### src/sv/cps_pkg.sv
// Package for the closest-point-on-segment block: field widths, region codes,
// request, response and pipeline control types. No dependencies.
package cps_pkg;

    localparam int FIELD_W         = 32;
    localparam int COORD_WIDTH_DEF = 32;
    localparam int T_FRAC_BITS_DEF = 16;

    localparam logic [1:0] REGION_START      = 2'd0;
    localparam logic [1:0] REGION_INTERIOR   = 2'd1;
    localparam logic [1:0] REGION_END        = 2'd2;
    localparam logic [1:0] REGION_DEGENERATE = 2'd3;

    typedef struct packed {
        logic signed [FIELD_W-1:0] start_x;
        logic signed [FIELD_W-1:0] start_y;
        logic signed [FIELD_W-1:0] end_x;
        logic signed [FIELD_W-1:0] end_y;
        logic signed [FIELD_W-1:0] query_x;
        logic signed [FIELD_W-1:0] query_y;
    } cps_req_t;

    typedef struct packed {
        logic signed [FIELD_W-1:0] closest_x;
        logic signed [FIELD_W-1:0] closest_y;
        logic [1:0]                region;
    } cps_rsp_t;

    typedef struct packed {
        logic       valid;
        logic [1:0] region;
    } cps_ctrl_t;

endpackage

### src/sv/cps_interp.sv
// Interpolation along the segment and result selection: multiplies the deltas
// by t, adds the start point and registers the result. Depends on cps_pkg.
module cps_interp import cps_pkg::*; #(
    parameter int COORD_WIDTH = COORD_WIDTH_DEF,
    parameter int T_FRAC_BITS = T_FRAC_BITS_DEF
) (
    input  logic                      clk,
    input  logic                      rst_n,
    input  cps_ctrl_t                 ctrl_in,
    input  logic [T_FRAC_BITS:0]      t,
    input  logic [6*COORD_WIDTH+1:0]  ctx_in,
    output logic                      done,
    output cps_rsp_t                  result
);
    localparam int CW    = COORD_WIDTH;
    localparam int DL    = CW + 1;
    localparam int PW    = CW + T_FRAC_BITS + 2;
    localparam int CTX_W = 6 * CW + 2;

    logic signed [DL-1:0] dx, dy;
    logic signed [PW-1:0] prod_x_next, prod_y_next, prod_x_reg, prod_y_reg;
    logic [CTX_W-1:0]     ctx_reg;
    cps_ctrl_t            ctrl_reg;
    logic signed [CW-1:0] sx, sy, ex, ey, ix, iy, px, py;
    cps_rsp_t             result_next, result_reg;
    logic                 done_reg;

    assign dy = ctx_in[DL-1:0];
    assign dx = ctx_in[2*DL-1:DL];

    always_comb
    begin
        prod_x_next = PW'(dx) * PW'({1'b0, t});
        prod_y_next = PW'(dy) * PW'({1'b0, t});
    end

    always_comb
    begin
        ey = ctx_reg[2*DL+CW-1:2*DL];
        ex = ctx_reg[2*DL+2*CW-1:2*DL+CW];
        sy = ctx_reg[2*DL+3*CW-1:2*DL+2*CW];
        sx = ctx_reg[2*DL+4*CW-1:2*DL+3*CW];
        ix = sx + prod_x_reg[T_FRAC_BITS+CW-1:T_FRAC_BITS];
        iy = sy + prod_y_reg[T_FRAC_BITS+CW-1:T_FRAC_BITS];
        case (ctrl_reg.region)
            REGION_INTERIOR:
            begin
                px = ix;
                py = iy;
            end
            REGION_END:
            begin
                px = ex;
                py = ey;
            end
            default:
            begin
                px = sx;
                py = sy;
            end
        endcase
        result_next.closest_x = FIELD_W'(px);
        result_next.closest_y = FIELD_W'(py);
        result_next.region    = ctrl_reg.region;
    end

    always_ff @(posedge clk or negedge rst_n)
    begin
        if (!rst_n)
        begin
            ctrl_reg <= '0;
            done_reg <= 1'b0;
        end
        else
        begin
            ctrl_reg <= ctrl_in;
            done_reg <= ctrl_reg.valid;
        end
    end

    always_ff @(posedge clk)
    begin
        prod_x_reg <= prod_x_next;
        prod_y_reg <= prod_y_next;
        ctx_reg    <= ctx_in;
        result_reg <= result_next;
    end

    assign done   = done_reg;
    assign result = result_reg;

endmodule

### config.mk
export PLATFORM = sky130hd
export DESIGN_NAME = cps_interp
export DESIGN_NICKNAME = d
export VERILOG_FILES = /design/src/sv/cps_pkg.sv /design/src/sv/cps_interp.sv
export SDC_FILE = /design/constraint.sdc
export NUM_CORES = 2
export LEC_CHECK = 0
export ABC_AREA = 1
export BUFFER_PORTS_ARGS = -buffer_cell sky130_fd_sc_hd__buf_2
export CORE_AREA = 4 4 459 347
export DETAILED_ROUTE_END_ITERATION = 7
export DIE_AREA = 0 0 463 351
export PLACE_DENSITY = 0.5
export SETUP_SLACK_MARGIN = 0.5
export SYNTH_ARGS = -nofsm -noshare
export SYNTH_HDL_FRONTEND = slang
export SYNTH_SLANG_ARGS = --single-unit
export TNS_END_PERCENT = 10
### constraint.sdc
create_clock -name clk -period 1.9 [get_ports clk]
set_clock_uncertainty 0.1 [all_clocks]
set_input_delay 0 -clock clk [delete_from_list [all_inputs] [get_ports clk]]
set_output_delay 0 -clock clk [all_outputs]
set_load 0.1 [all_outputs]
## Word-level counts from Yosys, hierarchy flattened

Index checks and enable logic that the tools add are counted.

- $add $sub $neg: 2
- Multipliers: 2
- Divide/modulo/power cells: 0
- Magnitude comparators: 0
- Eq/ne operators: 2
- Shift-type cells: 0
- Muxes and demuxes: 2
- Bitwise logic cells: 0
- Reductions and logical operators: 0

Operators by type and width:

| operator | count |
|---|---|
| 32-bit case mux with 2 select lines | 2 |
| 33-bit by 18-bit multiplier with 48-bit output | 2 |
| 32-bit adder | 2 |
| 2-bit by 1-bit equality test with 1-bit output, second input constant | 1 |
| 2-bit equality test, second input constant | 1 |

- Register bits: 360
- Latch bits: 0
- Bits in writable memories: 0
- Memory bits (read-only): 0
- Output and inout port bits: 67
- Memories kept: 0

## Logic depth before layout (Yosys ltp)

- Word-level depth: 2
- Depth in mapped cells: 29
- Gate-level depth less buffers: 27

## Least setup slack after synthesis

No wires, ideal clock.

- Kind: input to register
- From: input port t[4]
- To: register prod_x_reg[47]
- Arrival time: 5.263 ns
- Data required time: 1.688 ns
- Path slack: -3.575 ns
- Cell stages on the path: 24
- Path buffers: 2
- Path through: clkbuf_1 > clkbuf_1 > nand2_1 > fa_1 > inv_1 > fa_1 > inv_1 > fa_1 > fa_1 > fa_1 > fa_1 > inv_1 > ha_1 > inv_1 > nor3_1 > nand2_1 > nor2_1 > nand2_1 > inv_1 > nand2_1 > inv_1 > nor2_1 > nand2_1 > nand2_1

- Longest elaborated chain between the ends: 1

RTL lines:

| what | line | source |
|---|---|---|
| start: declaration | cps_interp.sv:10 | `input logic [T_FRAC_BITS:0] t,` |
| 33-bit by 18-bit multiplier with 48-bit output | cps_interp.sv:33 | `prod_x_next = PW'(dx) * PW'({1'b0, t});` |
| named net prod_x_next[47] | cps_interp.sv:21 | `logic signed [PW-1:0] prod_x_next, prod_y_next, prod_x_reg, prod_y_reg;` |
| end signal: assignment | cps_interp.sv:83 | `prod_x_reg <= prod_x_next;` |
| end: declaration | cps_interp.sv:21 |  |

The timed path passes the listed nets, and every way through them passes these cells.

## Worst setup path after layout

- From: input port t[3]
- To: register prod_y_reg[32]

- Longest elaborated chain between the ends: 1

RTL lines:

| what | line | source |
|---|---|---|
| 33-bit by 18-bit multiplier with 48-bit output | cps_interp.sv:34 | `prod_y_next = PW'(dy) * PW'({1'b0, t});` |
| named net prod_y_next[32] | cps_interp.sv:21 |  |
| end signal: assignment | cps_interp.sv:84 | `prod_y_reg <= prod_y_next;` |
| end: declaration | cps_interp.sv:21 |  |

The timed path passes the listed nets, and every way through them passes these cells.

==> metrics.yaml <==
ys_seq_area_share_pct: 10.1
fp.dieW_um: 463
stdcell_count: 10500
nNetsFinal: 9963
final_cell_mix: "inv_1, nand2_1, fa_1, buf_4, dlygate4sd3_1"
yosysUniqueCellTypes: 45
cts_tree: "built"
synth_top_area_share_pct: 39.4
grt_setup_unrepaired: "yes"
r2r_start: "prod_y_reg[24]"
timing.critical_path.mode_cell: "fa_1"
first_pass_iters: 8
crit_type: "in -> reg"
ios: 283
hold_viol_final: 0
postSynthAreaPerCell_um2: 7.25
grt_pass1_wl_um: 295000
place_congestion: 0.925
tightest_slew_ps: 527
arrival_ps: 5290
post-route-period-util_pct: 257
worst-path-max-fanout: 5
max_freq_mhz: 204
postRouteAntennaNets: 0
reg2reg_depth: 10
path_buf_inv: 12
cts.sinks: 262
grt_max_degree: 65
route.detailed.drc: 0
die-area_mm2: 0.163
end_kind: "flop"
cts_inserted_buffers: 28
yosys_warnings: 0
grtUsageTotal_pct: 23.4
violations: "setup timing"
n_fill_cell: 15400
dp_cells: 10100
syn_nets: 8753
rrSetupSlack_ps: -520
die-height_um: 351
slowest_stage: "fa_2"
hpwlAfterDp_um: 155000
drt-vias-per-instance: 4.52
finalMaxSlewViolations: 0
drtIter0Drc: 3060
crit_path_start_kind: "primary input"
clock_latency_ps: 630
port_buffers: 282
initial_core_util_pct: 33.9
synthCells: 7223
htreeDepth: 1
syn_to_final_growth_pct: 35.5
drt-total-wl_um: 190000
core-area_mm2: 0.155
synthTopCellsByArea: "fa_1, inv_1, nand2_1"
cts-root-buf: "clkbuf_16"
largest_reg_flops: 128
final.min_clock_period_ps: 4890
pre_cts_slack_ps: -3910
grt_pass1_vias: 49800
drv_cap: 0
cp.required_ps: 2300
ys_ff_latch: 262
slew_headroom_pct: 65.1
finalSetupViolations: 121
drive_gt1_share_pct: 23.2
wire_per_inst_um: 18.1
cts_buffer_depth: 3
cpPeakStageDelay_ps: 570
final_common_cell: "inv_1"
worst_r2r_endpoint: "result[28]"
placementRows: 125
status: "complete, but fails checks"
holdCritPathClass: "in -> async"
synth_area_leader_cell: "fa_1"
overflow: 0
antenna_found_initial: 20
cp_num_cells: 27
syn_area_mm2: 0.0524
critical-path-top-delay-family: "adder cells"
timing.final.ws_setup_ps: -2990
clk_pin_slew_ps: 70
dr_total_vias: 47400
synth_stat cells, drive strengths merged:
| library cell | number |
|---|---|
| o21a | 11 |
| o211ai | 1 |
| nor4 | 3 |
| ha | 284 |
| xnor2 | 17 |
| xor2 | 34 |
| nand4 | 28 |
| o21bai | 24 |
| nand3b | 5 |
| or2 | 15 |
| a21o | 12 |
| nor3 | 29 |
| clkbuf | 226 |
| inv | 2270 |
| o21ai | 77 |
| and2 | 12 |
| dfxtp | 258 |
| buf | 48 |
| a21oi | 303 |
| dfrtp | 4 |
| nor2 | 299 |
| a31oi | 1 |
| dlygate4sd1 | 2 |
| a21boi | 7 |
| and3 | 7 |
| nand3 | 193 |
| nand2b | 2 |
| nand2 | 2021 |
| fa | 1030 |
per-stage QoR:
stage	utilization, %	cell area, µm²	setup TNS (ps)	hold slack (ps)
floorplan	-	54600	-181420	-396
global placement	41.2	63700	-242790	-294
detailed placement	41.2	63700	-244000	-292
CTS	45.0	69500	-192880	127
global route	45.9	70900	-213540	182
finish	45.9	71000	-197410	204
cells by family after synthesis:
group	Yosys count	synth area share [%]
DFF	262	10.1
xor gates and xnor gates	51	0.853
AOI/OAI and AO/OA	436	4.50
buffers and inverters	2546	18.3
and+or+nand+nor	2614	20.1
adders and majority gates	1314	46.2
layer usage:
layer  up-vias  wire length [µm]  track usage [%]
met2      1195             85500             38.0
met5         -                 0                0
met1     23300             89400             34.2
li1      22700                 -                -
met4         0              3380             2.71
met3       180             12000             3.39
area by class of cell:
class	count	area (µm²)	area share (%)
Tap cell	2032	2540	3.58
Multi-Input combinational cell	4415	40500	57.0
Sequential cell	262	5270	7.42
Antenna cell	10	25.0	0.0353
Clock buffer	35	787	1.11
Clock inverter	17	234	0.330
Timing Repair Buffer	1456	13100	18.5
Inverter	2270	8530	12.0
worst register-to-register path, stage by stage (launching register included):
cell,delay [ps]
dfxtp_1,520
ha_1,340
nand2_1,130
inv_1,70
a21oi_1,250
nand3_1,330
nand2_1,180
nand3_1,80
nand2_1,60
nand3_1,60
a21oi_1,180
worst max path at each step:
stage,start,endpoint,slack [ps]
2_1_floorplan,ctx_in[65],prod_x_reg[47],-3020
5_1_grt,t[6],prod_y_reg[19],-3130
6_report,t[3],prod_y_reg[32],-2990
4_1_cts,t[3],prod_y_reg[31],-2960
3_5_place_dp,t[6],prod_y_reg[31],-3910
3_3_place_gp,t[3],prod_y_reg[31],-3970
timing repair:
action / 4_1_cts / 5_1_grt
endpoints found under the setup margin: 195 / 195
resized for setup: 365 / 348
buffers inserted: 40 / 26
hold endpoints to repair: 135 / 0
cloned: 20 / 6
hold buffers: 264 / 0
pin swaps: 122 / 166
Power is not shown: default switching activity piles up to over one toggle a cycle in this logic, so the estimate is an artifact.
